--- config.mk ---
export PLATFORM = sky130hd
export DESIGN_NAME = instance_placement_selector_top_flat
export DESIGN_NICKNAME = d
export VERILOG_FILES = /design/src/rtl/core/ips_pkg.sv /design/src/rtl/core/ips_item_if.sv /design/src/rtl/core/ips_result_if.sv /design/src/rtl/core/instance_placement_selector_top.sv /design/src/flat_wrapper.sv
export SDC_FILE = /design/constraint.sdc
export NUM_CORES = 1
export LEC_CHECK = 0
export ABC_CLOCK_PERIOD_IN_PS = 6700
export BUFFER_PORTS_ARGS = -buffer_cell sky130_fd_sc_hd__buf_2
export CORE_ASPECT_RATIO = 1.75
export CORE_MARGIN = 8
export CORE_UTILIZATION = 41
export CTS_CLUSTER_DIAMETER = 120
export DETAILED_ROUTE_END_ITERATION = 8
export PLACE_DENSITY = 0.68
export SLEW_MARGIN = 20
export SYNTH_ARGS = -nofsm -noshare
export SYNTH_HDL_FRONTEND = slang
export SYNTH_SLANG_ARGS = --single-unit
--- constraint.sdc ---
create_clock -name clk -period 6.7 [get_ports clk]
set_clock_uncertainty 0.15 [all_clocks]
set_input_delay 0.335 -clock clk [delete_from_list [all_inputs] [get_ports clk]]
set_output_delay 0.335 -clock clk [all_outputs]
set_load 0.01 [all_outputs]
--- src/rtl/core/ips_pkg.sv ---
package ips_pkg;

  // Field widths of the item and result words.
  localparam int CMD_W  = 2;
  localparam int SLOT_W = 3;
  localparam int OCC_W  = 16;
  localparam int KEY_W  = 8;
  localparam int MODE_W = 2;

  // Configuration port geometry.
  localparam int APB_ADDR_W = 3;
  localparam int APB_DATA_W = 32;
  localparam logic [APB_ADDR_W-1:0] REG_PLACEMENT_MODE = 3'd0;

  // Default table depth.
  localparam int INSTANCE_SLOTS_DEFAULT = 8;

  // Command codes.
  localparam logic [CMD_W-1:0] CMD_CONNECT    = 2'd0;
  localparam logic [CMD_W-1:0] CMD_DISCONNECT = 2'd1;
  localparam logic [CMD_W-1:0] CMD_UPDATE     = 2'd2;
  localparam logic [CMD_W-1:0] CMD_CHOOSE     = 2'd3;

  // Placement modes.
  localparam logic [MODE_W-1:0] MODE_ROUND_ROBIN = 2'd0;
  localparam logic [MODE_W-1:0] MODE_LEAST_USED  = 2'd1;
  localparam logic [MODE_W-1:0] MODE_KEY_RANGE   = 2'd2;
  localparam logic [MODE_W-1:0] MODE_UNDEFINED   = 2'd3;

  // Letters 'a' through 'z'.
  localparam int LETTER_FIRST = 97;

  localparam int BLOCK_W = 5;

  // Letters per block, ceil(26 / q), for q connected instances.
  function automatic logic [BLOCK_W-1:0] block_size(input logic [5:0] q);
    logic [BLOCK_W-1:0] b;
    case (q) inside
      6'd1:            b = 5'd26;
      6'd2:            b = 5'd13;
      6'd3:            b = 5'd9;
      6'd4:            b = 5'd7;
      6'd5:            b = 5'd6;
      6'd6:            b = 5'd5;
      [6'd7:6'd8]:     b = 5'd4;
      [6'd9:6'd12]:    b = 5'd3;
      [6'd13:6'd25]:   b = 5'd2;
      default:         b = 5'd1;
    endcase
    return b;
  endfunction

endpackage

--- src/rtl/core/ips_item_if.sv ---
interface ips_item_if;
  logic                         valid;
  logic                         ready;
  logic [ips_pkg::CMD_W-1:0]    command;
  logic [ips_pkg::SLOT_W-1:0]   slot;
  logic [ips_pkg::OCC_W-1:0]    occupancy;
  logic [ips_pkg::KEY_W-1:0]    key_first_byte;
  logic                         simulate;

  modport source (output valid, command, slot, occupancy, key_first_byte, simulate,
                  input ready);
  modport sink (input valid, command, slot, occupancy, key_first_byte, simulate,
                output ready);
endinterface

--- src/rtl/core/ips_result_if.sv ---
interface ips_result_if;
  logic                         valid;
  logic                         ready;
  logic                         status;
  logic [ips_pkg::SLOT_W-1:0]   chosen_slot;

  modport source (output valid, status, chosen_slot, input ready);
  modport sink (input valid, status, chosen_slot, output ready);
endinterface

--- src/rtl/core/instance_placement_selector_top.sv ---
// Table commands (connect, disconnect, update) pass their result word to the pending register,
// then to the output register. A placement request scans the occupancy memory one slot per cycle
// through its single read port. No new item is taken while a scan runs or a word is pending.
// Synchronous reset clears the connected flags, the connected count, the round-robin position
// and the mode; the occupancy memory is not cleared, as a slot is always written when connected.
module instance_placement_selector_top #(
  parameter int INSTANCE_SLOTS = ips_pkg::INSTANCE_SLOTS_DEFAULT
) (
  input  logic                              clk,
  input  logic                              rst,
  ips_item_if.sink                          item,
  ips_result_if.source                      result,
  input  logic                              psel,
  input  logic                              penable,
  input  logic                              pwrite,
  input  logic [ips_pkg::APB_ADDR_W-1:0]    paddr,
  input  logic [ips_pkg::APB_DATA_W-1:0]    pwdata,
  output logic [ips_pkg::APB_DATA_W-1:0]    prdata,
  output logic                              pready
);

  localparam int SW = $clog2(INSTANCE_SLOTS);
  localparam int CW = $clog2(INSTANCE_SLOTS + 1);
  localparam int VW = 10;

  localparam logic ST_IDLE = 1'b0;
  localparam logic ST_SCAN = 1'b1;

  // Configuration register.
  logic [ips_pkg::MODE_W-1:0] mode;

  assign pready = 1'b1;

  always_ff @(posedge clk) begin
    if (rst) begin
      mode <= ips_pkg::MODE_ROUND_ROBIN;
    end else if (psel && penable && pwrite && pready && paddr == ips_pkg::REG_PLACEMENT_MODE) begin
      mode <= pwdata[ips_pkg::MODE_W-1:0];
    end
  end

  assign prdata = (paddr == ips_pkg::REG_PLACEMENT_MODE) ?
                  ips_pkg::APB_DATA_W'(mode) : '0;

  // Control and slot state.
  logic                       state;
  logic [INSTANCE_SLOTS-1:0]  connected;
  logic [CW-1:0]              conn_count;
  logic [CW-1:0]              next_pos;
  logic                       pend_valid;
  logic                       pend_status;
  logic [SW-1:0]              pend_slot;
  logic                       out_valid;
  logic                       out_status;
  logic [ips_pkg::SLOT_W-1:0] out_slot;

  // Per-request scan registers.
  logic [ips_pkg::MODE_W-1:0] scan_mode;
  logic [CW-1:0]              scan_q;
  logic [CW-1:0]              scan_pos;
  logic [ips_pkg::BLOCK_W-1:0] blk;
  logic signed [VW-1:0]       key_v;
  logic signed [VW-1:0]       lo;
  logic [CW-1:0]              issue_cnt;
  logic                       eval_valid;
  logic [SW-1:0]              eval_slot;
  logic [CW-1:0]              rank;
  logic                       found;
  logic [SW-1:0]              pick;
  logic [SW-1:0]              last;
  logic [ips_pkg::OCC_W-1:0]  best_occ;

  // Occupancy memory with a registered read port.
  logic [ips_pkg::OCC_W-1:0]  occ_mem [INSTANCE_SLOTS];
  logic [ips_pkg::OCC_W-1:0]  occ_rd;

  logic accept;
  logic slot_ok;
  logic [SW-1:0] in_slot;
  logic [CW-1:0] start_pos;
  logic choose_ok;

  assign item.ready = (state == ST_IDLE) && !pend_valid;
  assign accept     = item.valid && item.ready;
  assign slot_ok    = 32'(item.slot) < INSTANCE_SLOTS;
  assign in_slot    = SW'(item.slot);
  assign start_pos  = (next_pos >= conn_count) ? '0 : next_pos;
  assign choose_ok  = (conn_count != '0) && (mode != ips_pkg::MODE_UNDEFINED);

  always_ff @(posedge clk) begin
    if (accept && slot_ok &&
        (item.command == ips_pkg::CMD_CONNECT || item.command == ips_pkg::CMD_UPDATE)) begin
      occ_mem[in_slot] <= item.occupancy;
    end
    occ_rd <= occ_mem[issue_cnt[SW-1:0]];
  end

  // One scan step on the slot whose count has just been read.
  logic          flag;
  logic          hit_key;
  logic          found_upd;
  logic [SW-1:0] pick_upd;
  logic [SW-1:0] last_upd;
  logic          finish;

  assign flag = connected[eval_slot];

  always_comb begin
    found_upd = found;
    pick_upd  = pick;
    last_upd  = last;
    hit_key   = ((CW + 1)'(rank) + (CW + 1)'(1) < (CW + 1)'(scan_q)) &&
                (key_v >= lo) && (key_v < lo + $signed(VW'(blk)));
    if (flag) begin
      last_upd = eval_slot;
      case (scan_mode)
        ips_pkg::MODE_ROUND_ROBIN: begin
          if (!found && rank == scan_pos) begin
            found_upd = 1'b1;
            pick_upd  = eval_slot;
          end
        end
        ips_pkg::MODE_LEAST_USED: begin
          if (!found || occ_rd < best_occ) begin
            found_upd = 1'b1;
            pick_upd  = eval_slot;
          end
        end
        ips_pkg::MODE_KEY_RANGE: begin
          if (!found && hit_key) begin
            found_upd = 1'b1;
            pick_upd  = eval_slot;
          end
        end
        default: begin
          found_upd = found;
        end
      endcase
    end
  end

  assign finish = (state == ST_SCAN) && eval_valid && (32'(eval_slot) == INSTANCE_SLOTS - 1);

  // Scan sequencing: issue one read a cycle, evaluate the slot in the cycle after its read.
  always_ff @(posedge clk) begin
    if (state == ST_SCAN) begin
      if (32'(issue_cnt) < INSTANCE_SLOTS) begin
        issue_cnt  <= issue_cnt + CW'(1);
        eval_valid <= 1'b1;
        eval_slot  <= issue_cnt[SW-1:0];
      end else begin
        eval_valid <= 1'b0;
      end
      if (eval_valid) begin
        found <= found_upd;
        pick  <= pick_upd;
        last  <= last_upd;
        if (flag) begin
          rank <= rank + CW'(1);
          lo   <= lo + $signed(VW'(blk));
          if (pick_upd == eval_slot && found_upd) begin
            best_occ <= occ_rd;
          end
        end
      end
    end else if (accept) begin
      issue_cnt  <= '0;
      eval_valid <= 1'b0;
      eval_slot  <= '0;
      rank       <= '0;
      lo         <= '0;
      found      <= 1'b0;
      pick       <= '0;
      last       <= '0;
      best_occ   <= '0;
      scan_mode  <= mode;
      scan_q     <= conn_count;
      scan_pos   <= start_pos;
      blk        <= ips_pkg::block_size(6'(conn_count));
      key_v      <= $signed({{(VW - ips_pkg::KEY_W){item.key_first_byte[ips_pkg::KEY_W-1]}},
                             item.key_first_byte}) - VW'(ips_pkg::LETTER_FIRST);
    end
  end

  // Control: slot table, round-robin position, pending and output words.
  always_ff @(posedge clk) begin
    if (rst) begin
      state      <= ST_IDLE;
      connected  <= '0;
      conn_count <= '0;
      next_pos   <= '0;
      pend_valid <= 1'b0;
      out_valid  <= 1'b0;
    end else begin
      if (pend_valid && (!out_valid || result.ready)) begin
        out_valid  <= 1'b1;
        out_status <= pend_status;
        out_slot   <= ips_pkg::SLOT_W'(pend_slot);
        pend_valid <= 1'b0;
      end else if (result.ready) begin
        out_valid <= 1'b0;
      end

      if (accept) begin
        case (item.command)
          ips_pkg::CMD_CONNECT: begin
            if (slot_ok) begin
              connected[in_slot] <= 1'b1;
              if (!connected[in_slot]) begin
                conn_count <= conn_count + CW'(1);
              end
            end
            pend_valid  <= 1'b1;
            pend_status <= 1'b0;
            pend_slot   <= '0;
          end
          ips_pkg::CMD_DISCONNECT: begin
            if (slot_ok) begin
              connected[in_slot] <= 1'b0;
              if (connected[in_slot]) begin
                conn_count <= conn_count - CW'(1);
              end
            end
            pend_valid  <= 1'b1;
            pend_status <= 1'b0;
            pend_slot   <= '0;
          end
          ips_pkg::CMD_UPDATE: begin
            pend_valid  <= 1'b1;
            pend_status <= 1'b0;
            pend_slot   <= '0;
          end
          default: begin
            if (choose_ok) begin
              state <= ST_SCAN;
              if (mode == ips_pkg::MODE_ROUND_ROBIN && !item.simulate) begin
                next_pos <= start_pos + CW'(1);
              end
            end else begin
              pend_valid  <= 1'b1;
              pend_status <= 1'b1;
              pend_slot   <= '0;
            end
          end
        endcase
      end

      if (finish) begin
        state       <= ST_IDLE;
        pend_valid  <= 1'b1;
        pend_status <= 1'b0;
        pend_slot   <= found_upd ? pick_upd : last_upd;
      end
    end
  end

  assign result.valid       = out_valid;
  assign result.status      = out_status;
  assign result.chosen_slot = out_slot;

  // The connected count tracks the flags.
  assert property (@(posedge clk) disable iff (rst)
    conn_count == CW'($countones(connected)))
    else $error("connected count differs from the connected flags");

  // No item is taken while a placement scan runs.
  assert property (@(posedge clk) disable iff (rst)
    state == ST_SCAN |-> !item.ready)
    else $error("item accepted during a scan");

  // Round robin and least used always land on a connected slot.
  assert property (@(posedge clk) disable iff (rst)
    finish && (scan_mode == ips_pkg::MODE_ROUND_ROBIN ||
               scan_mode == ips_pkg::MODE_LEAST_USED) |-> found_upd)
    else $error("scan ended without a pick");

  // A finished scan hands its word to the pending register.
  assert property (@(posedge clk) disable iff (rst)
    finish |=> pend_valid && !pend_status && state == ST_IDLE)
    else $error("scan result not captured");

endmodule
--- src/flat_wrapper.sv ---
// flat-port wrapper written by rule: the top's interface ports become plain ports
module instance_placement_selector_top_flat 
#(
  parameter int INSTANCE_SLOTS = ips_pkg::INSTANCE_SLOTS_DEFAULT
)
  (clk, rst, psel, penable, pwrite, paddr, pwdata, prdata, pready, item_valid, item_command, item_slot, item_occupancy, item_key_first_byte, item_simulate, item_ready, result_valid, result_status, result_chosen_slot, result_ready);
  ips_item_if item_i ();
  ips_result_if result_i ();
  input  logic clk;
  input  logic rst;
  input  logic psel;
  input  logic penable;
  input  logic pwrite;
  input  logic [ips_pkg::APB_ADDR_W-1:0] paddr;
  input  logic [ips_pkg::APB_DATA_W-1:0] pwdata;
  output logic [ips_pkg::APB_DATA_W-1:0] prdata;
  output logic pready;
  input wire logic [$bits(item_i.valid)-1:0] item_valid;
  input wire logic [$bits(item_i.command)-1:0] item_command;
  input wire logic [$bits(item_i.slot)-1:0] item_slot;
  input wire logic [$bits(item_i.occupancy)-1:0] item_occupancy;
  input wire logic [$bits(item_i.key_first_byte)-1:0] item_key_first_byte;
  input wire logic [$bits(item_i.simulate)-1:0] item_simulate;
  output wire logic [$bits(item_i.ready)-1:0] item_ready;
  output wire logic [$bits(result_i.valid)-1:0] result_valid;
  output wire logic [$bits(result_i.status)-1:0] result_status;
  output wire logic [$bits(result_i.chosen_slot)-1:0] result_chosen_slot;
  input wire logic [$bits(result_i.ready)-1:0] result_ready;
  assign item_i.valid = item_valid;
  assign item_i.command = item_command;
  assign item_i.slot = item_slot;
  assign item_i.occupancy = item_occupancy;
  assign item_i.key_first_byte = item_key_first_byte;
  assign item_i.simulate = item_simulate;
  assign item_ready = item_i.ready;
  assign result_valid = result_i.valid;
  assign result_status = result_i.status;
  assign result_chosen_slot = result_i.chosen_slot;
  assign result_i.ready = result_ready;
  instance_placement_selector_top #(.INSTANCE_SLOTS(INSTANCE_SLOTS)) u_core (.clk(clk), .rst(rst), .item(item_i), .result(result_i), .psel(psel), .penable(penable), .pwrite(pwrite), .paddr(paddr), .pwdata(pwdata), .prdata(prdata), .pready(pready));
endmodule
### Yosys cells after proc, flatten, opt, wreduce, memory -nomap -nowiden

Memories as Yosys holds them, arrays and structs flattened. A register that Yosys moved wholly into a read port is not among the register bits.
Cells that the tools add are included.

| operators by class | value |
|---|---|
| reduce and logical (&&, ||, !) cells | 50 |
| multiplexer cells | 75 |
| equality and inequality tests | 21 |
| bitwise gates (word level) | 6 |
| add/subtract/negate cells | 8 |
| magnitude comparators | 15 |

Operators with widths:

| kind | number |
|---|---|
| 2-to-1 mux 16 bit | 5 |
| 2-to-1 mux 3 bit | 17 |
| 2-to-1 mux 10 bit | 4 |
| 2-to-1 mux 4 bit | 9 |
| 2-to-1 mux 5 bit | 7 |
| 2-to-1 mux 1 bit | 24 |
| logical AND 1 bit | 20 |
| adder 4 x 1 -> 4 bit (second input constant) | 4 |
| < comparator 16 bit | 1 |
| case mux 8 bit (2 select lines) | 1 |
| equality test 4 x 3 -> 1 bit (second input constant) | 3 |
| inequality test 2 bit (second input constant) | 6 |
| AND reduction 4 bit | 3 |
| adder 10 x 6 -> 10 bit | 1 |
| greater-or-equal comparator 10 bit | 1 |
| < comparator 10 bit | 1 |
| AND reduction 2 bit | 5 |
| case mux 3 bit (3 select lines) | 1 |
| AND reduction 3 bit | 3 |
| subtractor 8 x 8 -> 9 bit (second input constant) | 1 |
| bitwise AND 8 bit | 1 |
| equality test 4 x 2 -> 1 bit (second input constant) | 2 |
| greater-or-equal comparator 4 bit (second input constant) | 2 |
| <= comparator 4 bit (second input constant) | 2 |
| other kinds (33) | 51 |

| word-level totals | value |
|---|---|
| register bits | 99 |
| RAM bits | 128 |
| logic and storage cells | 202 |
| bits of input ports | 72 |
| memories kept | 1 |
| output and inout bits | 39 |

Memory list:

| memory | depth | width | rd ports | clocked after memory_dff | write ports | line | RTL |
|---|---|---|---|---|---|---|---|
| u_core.occ_mem | 8 | 16 | 1 | 1 | 1 | instance_placement_selector_top.sv:74 | `logic [ips_pkg::OCC_W-1:0] occ_mem [INSTANCE_SLOTS];` |

### Depth between registers and ports, before layout

Gate-level depths: netlist of run 1.

| depth | value |
|---|---|
| word-level depth | 14 |
| depth in mapped cells | 17 |
| depth with buffers taken out | 17 |

### Worst setup path after synthesis of run 1

OpenSTA, ideal clock, no wires.

| path | value |
|---|---|
| path type | flip-flop to flip-flop |
| start point | reg u_core.lo[0] |
| end point | reg u_core.best_occ[0] in the netlist's numbering (enable) |
| buffers on the path | 0 |
| clock period less this slack | 5.143 ns |
| required time | 6.149 ns |
| stages on the path, launching flop included | 17 |
| path slack | 1.557 ns |
| library setup time | 0.401 ns |
| arrival | 4.592 ns |
| path through | edfxtp_1 ha_1 fa_1 a21o_1 a21oi_1 nor2b_1 o21ai_0 or3_1 xnor2_1 ha_1 nand2_1 a31oi_1 or4b_4 a21oi_1 a2bb2oi_1 nor2_1 o41ai_2 |

| between the ends | value |
|---|---|
| cells in the longest elaborated chain, start to end | 11 |
| elaborated cells on any way between the ends | 16 |
| those cells by class | add/sub: 1; order compare: 2; eq/ne: 2; mux: 6; reduce/logical: 5 |

Ends and longest elaborated chain:

| item | line | RTL |
|---|---|---|
| from (decl) | instance_placement_selector_top.sv:63 | `logic signed [VW-1:0] lo;` |
| from (signal assigned) | instance_placement_selector_top.sv:160 | `lo <= lo + $signed(VW'(blk));` |
| adder 10 x 6 -> 10 bit or greater-or-equal comparator 10 bit (tied branches) | instance_placement_selector_top.sv:113 | `(key_v >= lo) && (key_v < lo + $signed(VW'(blk)));` |
| < comparator 10 bit or logical AND 1 bit (tied branches) | instance_placement_selector_top.sv:113, instance_placement_selector_top.sv:112 |  |
| logical AND 1 bit * | instance_placement_selector_top.sv:113 |  |
| logical AND 1 bit * | instance_placement_selector_top.sv:130 | `if (!found && hit_key) begin` |
| 2-to-1 mux 3 bit | instance_placement_selector_top.sv:130 |  |
| case mux 3 bit (3 select lines) | instance_placement_selector_top.sv:116 | `case (scan_mode)` |
| 2-to-1 mux 3 bit | instance_placement_selector_top.sv:114 | `if (flag) begin` |
| equality test 3 bit | instance_placement_selector_top.sv:161 | `if (pick_upd == eval_slot && found_upd) begin` |
| logical AND 1 bit * | instance_placement_selector_top.sv:161 |  |
| inequality test 2 bit (no source line) * | n/a |  |
| AND reduction 4 bit (no source line) * | n/a |  |
| to (signal assigned) | instance_placement_selector_top.sv:162 | `best_occ <= occ_rd;` |
| to (decl) | instance_placement_selector_top.sv:71 | `logic [ips_pkg::OCC_W-1:0] best_occ;` |

Mark *: on every way between the ends. The rest lies on a longest branch, timed or not.
A chain may end at the register's enable or synchronous reset.

### Worst setup path in the final report of run 1

| path | value |
|---|---|
| start point | reg u_core.lo[0] |
| end point | reg u_core.best_occ[13] in the netlist's numbering (enable) |

Same word-level chain as after synthesis.

==> results of run 1 <==
-- stage by stage --
step           hold slack, ns  setup slack (ns)
3_3_place_gp            0.254              1.68
2_1_floorplan           0.250              1.56
5_1_grt                0.0507              1.27
6_report               0.0355              1.59
3_5_place_dp            0.258              1.62
4_1_cts               0.00881              1.60
-- sequential cells by signal, indices dropped and copies added (netlist names), 4 cells and up, named ones only --
name	cells
u_core.conn_count	4
u_core.best_occ	16
u_core.rank	4
u_core.scan_q	4
u_core.issue_cnt	4
u_core.blk	5
u_core.scan_pos	4
u_core.lo	10
u_core.key_v	9
u_core.occ_mem	128
u_core.occ_rd	16
u_core.next_pos	4
-- worst paths after layout --
| path | from | endpoint | depth (start not counted) |
|---|---|---|---|
| worst max-delay path | u_core.lo[0]$_SDFFCE_PN0P_ | u_core.best_occ[13]$_SDFFCE_PN0P_ | 17 |
| worst min-delay path | item_command[0] | register | 2 |
| worst min register to register | u_core.pend_slot[1]$_SDFFCE_PN0P_ | u_core.result.chosen_slot[1]$_DFFE_PP_ | 0 |
| worst max register to register | u_core.lo[0]$_SDFFCE_PN0P_ | u_core.best_occ[13]$_SDFFCE_PN0P_ | 17 |
-- cell usage in the layout, fill, tap and decap left out, drive strengths merged, types with 31 or more instances in the layout --
master / n
buf: 62
inv: 62
nand2: 33
nor2: 74
ha: 57
mux4: 33
edfxtp: 205
and2: 37
conb: 31
dfxtp: 37
clkbuf: 38
-- area by class of cell --
type / instances / area [µm²]
clock inverter: 6 / 93.8
sequential: 242 / 6900
clock buffer: 38 / 724
multi-input combinational: 488 / 3930
tap: 369 / 462
inverter: 60 / 225
timing repair buffer: 88 / 603
fill: 2361 / 14200
-- power groups by stage --
stage	registers, W	clock network [W]	logic [W]
2_1_floorplan	0.00175	0	0.000263
3_3_place_gp	0.00176	0	0.000334
3_5_place_dp	0.00177	0	0.000342
4_1_cts	0.00173	0.00141	0.000355
5_1_grt	0.00174	0.00146	0.000398
6_report	0.00173	0.00138	0.000351
-- routing by layer --
metal,up-vias,routed length (µm),track usage (%)
met1,3236,8310,13.8
met5,-,0,0
li1,3124,-,-
met4,0,755,6.48
met2,117,12500,26.6
met3,42,801,2.25
-- cells by family after synthesis --
logic type | after synthesis
AND/OR/NAND/NOR | 211
buffers and inverters | 116
flip-flops | 242
multiplexers | 60
other | 2
XOR/XNOR | 26
AO/OA/AOI/OAI | 101
adder cells (fa/ha/maj) | 59
==> run summary, run 1 <==
CP startpoint kind: register
Post-route cell area: 12900 µm²
Core Rows: 80
Crit path buf inv count: 1
Total Power: 0.00347 W
TNS Setup: 0 ns
Compound-Gate Fraction of Synth Area: 6.39%
Dpl cells: 1221
Post-Layout Cell Count: 1291
IO Pins: 111
Initial DRC count: 204
CP max-delay cell: or4b_4
Net switching power figure: 0.000794 W
Fin util: 47.7%
Period utilisation layout: 76.3%
Synth Area in Adders: 6.61%
Post-CTS sizing: 0
Top cells by area, synth: edfxtp_1 (55%), mux4_2 (6.6%), dfxtp_1 (6.6%)
Main combinational cell family by area after synthesis: simple AND/OR/NAND/NOR gates
Ys flop type: edfxtp_1
First-pass detailed-route iteration total: 4
CTS buffer count: 24
Synth top area share: 54.7%
Critical path required time: 6.76 ns
Slowest stage delay, CP: 0.49 ns
Ys async rst share: 0%
Cell family with the largest share of critical-path delay: compound AO/OA/AOI/OAI gates
Final slew viol count: 0
Clk pwr share: 39.9%
Critical path, cell by cell: ha_1 > fa_1 > a21o_1 > a21oi_1 > nor2b_1 > o21ai_0 > or3_1 > xnor2_1 > ha_1 > nand2_1 > a31oi_1 > or4b_4 > a21oi_1 > a2bb2oi_1 > nor2_1 > o41ai_4 > buf_4
Synth Area in XOR/XNOR: 2.03%
Clock transition at the registers of the reported paths: 0.06 ns
FF+latch count, synth: 242
Max Buffers Root-to-Sink: 3
Synth warnings: 0
Routed wire per std cell: 17.3 µm
Gate power share: 10.1%
Setup CP Type: register to register
Simple-gate share of the synthesized area: 9.47%
Static Leak: 4.76 nW
Hpwl dp: 15100 µm
Area added between synthesis and finish: 15.0%
Post-synth cell types: 64
Arrival @ worst endpoint: 5.17 ns
Mapped cell area: 11200 µm²
# setup viols final: 0
Placed cell areas: 11900 µm²
Number of flops mapped to enable cells by yosys: 205
Final hold vios: 0
Count leader, synth: edfxtp_1
Synth Instances: 817
Initial antenna violation count: 0
Synth top cells by count: edfxtp_1 (205), nor2_1 (73), inv_1 (59)
Max_cap viols: 0
Switching share of power: 22.9%
Global-route wire length before repair: 35800 µm
Starting Density: 41.5%
Hold-fix buffers, CTS: 26
Clk_lat worst skew: 0.52 ns
Pwr/cell area: 268 nW/µm²
Status: complete, no violations
Htree depth: 1
Vias per inst: 5.05
Crit. End Element: register
HP Class: primary input to register
Peak VDD IR: 238 µV
Root Driver: clkbuf_16
Syn_area_per_cell: 13.8 µm²
Cell taking the most area after synthesis: edfxtp_1
F_max: 196 MHz
Grt total ovfl: 0
Final #Nets: 1034
Reg2reg setup slack: 1.59 ns
Worst Path Max Fanout: 16
Core region area: 27100 µm²
Unrepaired setup endpoints after global routing: no
Die W: 141 µm
CTS tree: yes
Minimum clock period: 5.11 ns
Mux share of post-synthesis cell area: 9.19%
# DRC: 0
Vias: 6519
Die ar.: 33200 µm²
Drt total wl: 22400 µm
Sequential power share: 50.0%
Detail Route Antenna Nets: 0
Postcts setup bufs: 0
Rel. slew slack: 30.7%
Gpl congestion: 0.801
Port bufs: 49
Die Y: 235 µm
Tightest Pin Transition: 1.04 ns
Register area share after synthesis: 61.3%
Vias in the first global route: 6737
Layout cells sized above 1: 17.9%
Pin count of the biggest net entering global routing: 37
All-Layer GR Usage: 13.7%
Ant diodes: 0
Pint: 0.00267 W
CTS sink count: 242
Power figures use the tool's default switching activity.
==> inputs of run 2 (changes only) <==
--- a/config.mk
+++ b/config.mk
@@ -5,14 +5,15 @@
 export SDC_FILE = /design/constraint.sdc
 export NUM_CORES = 1
 export LEC_CHECK = 0
-export ABC_CLOCK_PERIOD_IN_PS = 6700
+export ABC_AREA = 1
+export ABC_CLOCK_PERIOD_IN_PS = 4600
 export BUFFER_PORTS_ARGS = -buffer_cell sky130_fd_sc_hd__buf_2
 export CORE_ASPECT_RATIO = 1.75
 export CORE_MARGIN = 8
 export CORE_UTILIZATION = 41
 export CTS_CLUSTER_DIAMETER = 120
 export DETAILED_ROUTE_END_ITERATION = 8
-export PLACE_DENSITY = 0.68
+export PLACE_DENSITY = 0.7
 export SLEW_MARGIN = 20
 export SYNTH_ARGS = -nofsm -noshare
 export SYNTH_HDL_FRONTEND = slang
==> constraint.sdc (replaced) <==
create_clock -name clk -period 4.6 [get_ports clk]
set_clock_uncertainty 0.15 [all_clocks]
set_input_delay 0.23 -clock clk [delete_from_list [all_inputs] [get_ports clk]]
set_output_delay 0.23 -clock clk [all_outputs]
set_load 0.01 [all_outputs]
==> run summary, run 2 <==
Status: complete, no violations
Clk pwr share: 39.3% (-0.6 points)
Vias per inst: 5.04 (-0.16%)
Hold WS: 0.0229 ns (-0.0125 ns)
Clock transition at the registers of the reported paths: 0.06 ns (about the same)
Minimum clock period: 4.27 ns (-0.844 ns)
Most used cell along the critical path: nand2_1
Pint: 0.00392 W (+47%)
First-pass detailed-route iteration total: 5 (+1)
Arrival @ worst endpoint: 4.34 ns (-0.83 ns)
Synth top cells by count: edfxtp_1 (205), nor2_1 (175), inv_1 (128), nand2_1 (128), o21ai_0 (89)
Gpl congestion: 0.851 (+6.2%)
Ys flop type: edfxtp_1
Crit path buf inv count: 2 (+1)
Detail Route Antenna Nets: 0 (unchanged)
FF+latch count, synth: 242 (unchanged)
Synth warnings: 0 (unchanged)
Rel. slew slack: 39.6% (+8.9 points)
Pwr/cell area: 387 nW/µm² (+45%)
Layout cells sized above 1: 11.9% (-6.0 points)
Gate power share: 11.9% (+1.8 points)
Core region area: 27800 µm² (+2.4%)
Post-route cell area: 13300 µm² (+3.2%)
# setup viols final: 0 (unchanged)
Hpwl dp: 16200 µm (+7.1%)
Final #Nets: 1339 (+29%)
Initial DRC count: 430 (+110%)
Port bufs: 49 (unchanged)
Ant diodes: 0 (unchanged)
Clk_lat worst skew: 0.53 ns (about the same)
IO Pins: 111 (unchanged)
Starting Density: 41.2% (-0.22 points)
TNS Setup: 0 ns (unchanged)
Top cells by area, synth: edfxtp_1 (54%), dfxtp_1 (6.5%), ha_1 (6.2%)
Number of flops mapped to enable cells by yosys: 205 (unchanged)
Fin util: 48.0% (+0.38 points)
Global-route wire length before repair: 40300 µm (+13%)
CP startpoint kind: register
Pin count of the biggest net entering global routing: 69 (+86%)
CTS buffer count: 23 (-4.2%)
Final slew viol count: 0 (unchanged)
Max Buffers Root-to-Sink: 3 (unchanged)
Sequential power share: 48.8% (-1.2 points)
Grt total ovfl: 0 (unchanged)
Most flops, register: u_core.occ_mem
Htree depth: 1 (unchanged)
Drt total wl: 25100 µm (+12%)
Area added between synthesis and finish: 16.5%
Biggest regs: u_core.occ_mem x128, u_core.best_occ x16, u_core.occ_rd x16
Placed cell areas: 12100 µm² (+1.8%)
HP Class: primary input to register
Max reg flops: 128 (unchanged)
Worst Path Max Fanout: 8 (-8)
Crit. End Element: register
Unrepaired setup endpoints after global routing: no
F_max: 234 MHz (+20%)
Most frequent cells in the layout: edfxtp_1 (205), nor2_1 (174), nand2_1 (128), inv_1 (126), o21ai_0 (89)
Switching share of power: 24.1% (+1.2 points)
Critical path required time: 4.68 ns (-2.08 ns)
All-Layer GR Usage: 14.9% (+1.2 points)
Initial antenna violation count: 0 (unchanged)
Vias: 8061 (+24%)
Die Y: 237 µm (+0.85%)
Cell taking the most area after synthesis: edfxtp_1
Die ar.: 33700 µm² (+1.7%)
Register area share after synthesis: 60.2% (-1.1 points)
Peak VDD IR: 349 µV (+46%)
Synth Instances: 1113 (+36%)
Setup CP Type: register to register
CTS tree: yes
# DRC: 0 (unchanged)
Ys async rst share: 0% (unchanged)
Dpl cells: 1516 (+24%)
Period utilisation layout: 92.7% (+16 points)
Tightest Pin Transition: 0.896 ns (-0.144 ns)
Count leader, synth: edfxtp_1
Post-Layout Cell Count: 1599 (+24%)
Root Driver: clkbuf_16
Final hold vios: 0 (unchanged)
Post-synth cell types: 44 (-31%)
Routed wire per std cell: 15.7 µm (-9.4%)
Syn_area_per_cell: 10.3 µm² (-25%)
Most common cell after layout, fill and taps aside: edfxtp_1
Synth top area share: 53.8% (-0.98 points)
Static Leak: 5.31 nW (+12%)
Vias in the first global route: 8100 (+20%)
Core Rows: 81 (+1.3%)
Die W: 142 µm (+0.81%)
CP max-delay cell: edfxtp_1
Mapped cell area: 11400 µm² (+1.8%)
Net switching power figure: 0.00125 W (+57%)
Slowest stage delay, CP: 0.41 ns (-0.08 ns)
CTS sink count: 242 (unchanged)
Cell family with the largest share of critical-path delay: simple AND/OR/NAND/NOR gates
Max_cap viols: 0 (unchanged)
run 2: metrics by stage:
step | power (W) | setup WS [ns]
global route | 0.00538 | 0.0270
global placement | 0.00312 | 0.387
detailed placement | 0.00314 | 0.231
floorplan | 0.00298 | 0.457
CTS | 0.00520 | 0.204
finish | 0.00517 | 0.335
run 2: cell families (layout without fill, tap and decap cells):
family                     count (synthesis)  count (layout)  share of synthesized area (%)
AOI/OAI and AO/OA                        207             207                           10.2
xor gates and xnor gates                  15              15                           1.15
other                                      2              31                         0.0656
and+or+nand+nor                          385             385                           14.1
buffers and inverters                    204             288                           7.84
DFF                                      242             242                           60.2
adders and majority gates                 58              58                           6.40
run 2: area by class of cell:
type | instances | area, µm²
clock buffers | 30 | 612
clock inverters | 12 | 194
fillers | 2492 | 14400
inverters | 141 | 543
multi-input cells | 696 | 3860
flip-flops and latches | 242 | 6900
well taps | 373 | 467
repair buffers | 105 | 771
run 2: routing by layer:
metal | up-vias | wire, µm | global-route usage, %
li1 | 3949 | - | -
met1 | 3855 | 9320 | 14.9
met2 | 198 | 13800 | 29.1
met3 | 59 | 1120 | 2.38
met4 | 0 | 861 | 6.67
met5 | - | 0 | 0
run 2: power groups by stage:
stage / Combinational, W / Sequential (W) / Clock, W
after floorplan: 0.000428 / 0.00255 / 0
after global placement: 0.000556 / 0.00257 / 0
after detailed placement: 0.000575 / 0.00257 / 0
after CTS: 0.000604 / 0.00252 / 0.00207
after global routing: 0.000701 / 0.00253 / 0.00215
final: 0.000615 / 0.00252 / 0.00203
run 2: final timing paths:
path	startpoint	end	slack (ns)	cells after the start
setup / recovery	u_core.lo[0]$_SDFFCE_PN0P_	u_core.best_occ[0]$_SDFFCE_PN0P_	0.33	25
hold / removal	item_slot[2]	register	0.02	4
setup reg to reg	u_core.lo[0]$_SDFFCE_PN0P_	u_core.best_occ[0]$_SDFFCE_PN0P_	0.33	25
hold reg to reg	u_core.pend_slot[1]$_SDFFCE_PN0P_	u_core.result.chosen_slot[1]$_DFFE_PP_	0.27	0
run 2: what timing repair did:
item	in CTS	in global routing
endpoints found under the setup margin	0	16
hold buffers	39	0
hold endpoints to repair	154	0
gates resized for setup	0	11
buffers inserted	0	1
run 2: worst register-to-register path, cell delays in order (launching register included):
cell and delay [ns]:
edfxtp_1 0.41, ha_1 0.26, fa_1 0.41, nand3_1 0.10
nand2_1 0.10, a21oi_1 0.16, nor2_1 0.10, nand3_1 0.10
xor2_1 0.21, ha_1 0.26, inv_1 0.08, nor3_1 0.06
a211oi_2 0.28, nand3_1 0.17, nand4_1 0.12, nand2_1 0.08
nand2_1 0.07, nand2_1 0.06, nand2_2 0.08, nand2_2 0.06
nand2_1 0.06, nand2_1 0.04, nor2_1 0.09, nand2_1 0.07
a21oi_2 0.21, buf_6 0.18
==> inputs of run 3 (changes only) <==
--- a/config.mk
+++ b/config.mk
@@ -7,13 +7,15 @@
 export LEC_CHECK = 0
 export ABC_AREA = 1
 export ABC_CLOCK_PERIOD_IN_PS = 4600
-export BUFFER_PORTS_ARGS = -buffer_cell sky130_fd_sc_hd__buf_2
+export BUFFER_PORTS_ARGS = -buffer_cell sky130_fd_sc_hd__buf_4
 export CORE_ASPECT_RATIO = 1.75
 export CORE_MARGIN = 8
 export CORE_UTILIZATION = 41
 export CTS_CLUSTER_DIAMETER = 120
+export CTS_CLUSTER_SIZE = 14
 export DETAILED_ROUTE_END_ITERATION = 8
 export PLACE_DENSITY = 0.7
+export SETUP_SLACK_MARGIN = 0.1
 export SLEW_MARGIN = 20
 export SYNTH_ARGS = -nofsm -noshare
 export SYNTH_HDL_FRONTEND = slang
==> run summary, run 3 (same netlist as run 2, synthesis figures left out) <==
Die Y: 237 µm (unchanged)
Most common cell after layout, fill and taps aside: edfxtp_1
Switching share of power: 25.2% (+1.1 points)
Gpl congestion: 0.817 (-4.0%)
CTS buffer count: 21 (-8.7%)
Port bufs: 49 (unchanged)
Final hold vios: 0 (unchanged)
Hpwl dp: 16300 µm (+0.60%)
Minimum clock period: 4.17 ns (-0.0935 ns)
CP startpoint kind: register
Pre-CTS WS: 0.254 ns (+0.0225 ns)
Tightest Pin Transition: 1.04 ns (+0.141 ns)
Die W: 142 µm (unchanged)
Net switching power figure: 0.00120 W (-3.5%)
# DRC: 0 (unchanged)
Area added between synthesis and finish: 15.9%
Crit. End Element: register
Peak VDD IR: 292 µV (-16%)
Status: complete, no violations
Biggest regs: u_core.occ_mem x128, u_core.best_occ x16, u_core.occ_rd x16
Max_cap viols: 0 (unchanged)
Initial antenna violation count: 0 (unchanged)
Clk_lat worst skew: 0.52 ns (about the same)
CTS tree: yes
Vias: 8008 (-0.66%)
Critical path required time: 4.66 ns (-0.02 ns)
Die ar.: 33700 µm² (unchanged)
Most frequent cells in the layout: edfxtp_1 (205), nor2_1 (174), nand2_1 (128), inv_1 (125), o21ai_0 (89)
Max Buffers Root-to-Sink: 3 (unchanged)
Sequential power share: 52.8% (+4.0 points)
Most flops, register: u_core.occ_mem
HP Class: primary input to register
Final worst slack: 0.428 ns (+0.0935 ns)
Max reg flops: 128 (unchanged)
Final #Nets: 1338 (-0.075%)
Pwr/cell area: 360 nW/µm² (-7.1%)
Layout cells sized above 1: 11.4% (-0.53 points)
Pint: 0.00357 W (-8.9%)
Vias in the first global route: 8214 (+1.4%)
Root Driver: clkbuf_16
Routed wire per std cell: 15.4 µm (-1.7%)
# setup viols final: 0 (unchanged)
Total Power: 0.00478 W (-7.6%)
F_max: 240 MHz (+2.2%)
Unrepaired setup endpoints after global routing: no
Htree depth: 1 (unchanged)
Core region area: 27800 µm² (unchanged)
Vias per inst: 5.02 (-0.41%)
Core Rows: 81 (unchanged)
IO Pins: 111 (unchanged)
TNS Setup: 0 ns (unchanged)
Gate power share: 13.1% (+1.2 points)
Clock transition at the registers of the reported paths: 0.07 ns (about the same)
Drt total wl: 24600 µm (-2.0%)
CTS sink count: 242 (unchanged)
Pin count of the biggest net entering global routing: 69 (unchanged)
Final slew viol count: 0 (unchanged)
Period utilisation layout: 90.7% (-2.0 points)
Ant diodes: 0 (unchanged)
Worst Path Max Fanout: 8 (unchanged)
Arrival @ worst endpoint: 4.23 ns (-0.11 ns)
Clk pwr share: 34.1% (-5.2 points)
Starting Density: 41.2% (unchanged)
First-pass detailed-route iteration total: 4 (-1)
Rel. slew slack: 30.4% (-9.2 points)
Initial DRC count: 431 (+0.23%)
All-Layer GR Usage: 14.6% (-0.32 points)
Static Leak: 5.26 nW (-0.95%)
R2R cell count: 25 (unchanged)
Detail Route Antenna Nets: 0 (unchanged)
Grt total ovfl: 0 (unchanged)
Hold Path Stages: 3 (-1)
Setup CP Type: register to register
Global-route wire length before repair: 39600 µm (-1.6%)
run 3: cell types whose count changed in the layout (fill, tap and decap cells not counted), moves of 2 or more:
cell,delta
clkbuf_16,-2
buf_2,-49
clkbuf_1,+8
clkinvlp_4,-3
buf_4,+51
bufinv_16,-5
run 3: cell type report:
type / instances / area [µm²]
clock buffer: 35 / 578
sequential: 242 / 6900
clock inverter: 2 / 20.0
timing repair buffer: 106 / 898
multi-input combinational: 696 / 3870
inverter: 141 / 543
tap: 373 / 467
fill: 2535 / 14500
run 3: layer usage:
layer | wire length, µm | GRT usage [%] | vias to the layer above
li1 | - | - | 3936
met1 | 9170 | 14.9 | 3817
met2 | 13400 | 28.1 | 189
met3 | 1030 | 1.73 | 66
met4 | 1040 | 7.57 | 0
met5 | 0 | 0 | -
run 3: worst max-delay path, cell delays in order (launching register included):
cell and delay [ns]:
edfxtp_1 0.40, ha_1 0.26, fa_2 0.36, nand3_1 0.09, nand2_1 0.09, a21oi_1 0.14
nor2_1 0.09, nand3_1 0.14, xor2_2 0.18, ha_1 0.25, inv_1 0.07, nor3_1 0.06
a211oi_2 0.30, nand3_1 0.18, nand4_1 0.13, nand2_1 0.08, nand2_1 0.07, nand2_1 0.07
nand2_2 0.09, nand2_2 0.06, nand2_1 0.05, nand2_1 0.05, nor2_1 0.08, nand2_1 0.09
a21oi_4 0.17, buf_6 0.17
run 3: stage by stage:
stage                     instance area [µm²]  util [%]  hold slack (ns)  instances
after global routing                    13300      47.8           0.0459       1595
after global placement                  12200      43.9            0.254       1518
final                                   13300      47.8           0.0343       1595
after CTS                               13200      47.5           0.0120       1593
after detailed placement                12200      43.9            0.255       1518
after floorplan                         11600         -            0.179       1142
run 3: power by group through the flow:
stage	clock network, W	logic [W]	registers (W)
2_1_floorplan	0	0.000428	0.00255
3_3_place_gp	0	0.000570	0.00257
3_5_place_dp	0	0.000587	0.00257
4_1_cts	0.00167	0.000615	0.00252
5_1_grt	0.00174	0.000711	0.00253
6_report	0.00163	0.000625	0.00252
run 3: path summary, 6_finish.rpt:
kind / startpoint / endpoint / slack [ns]
min reg2reg: u_core.pend_slot[0]$_SDFFCE_PN0P_ / u_core.result.chosen_slot[0]$_DFFE_PP_ / 0.27
min: item_key_first_byte[3] / u_core.key_v[3]$_DFFE_PP_ / 0.03
max: u_core.lo[0]$_SDFFCE_PN0P_ / u_core.best_occ[2]$_SDFFCE_PN0P_ / 0.43
max reg2reg: u_core.lo[0]$_SDFFCE_PN0P_ / u_core.best_occ[2]$_SDFFCE_PN0P_ / 0.43
run 3: timing repair:
| action | 4_1_cts | 5_1_grt |
|---|---|---|
| resized for setup | 0 | 15 |
| hold buffers | 38 | 0 |
| hold endpoints to repair | 155 | 0 |
| setup endpoints to repair | 0 | 16 |
| setup buffers | 0 | 1 |
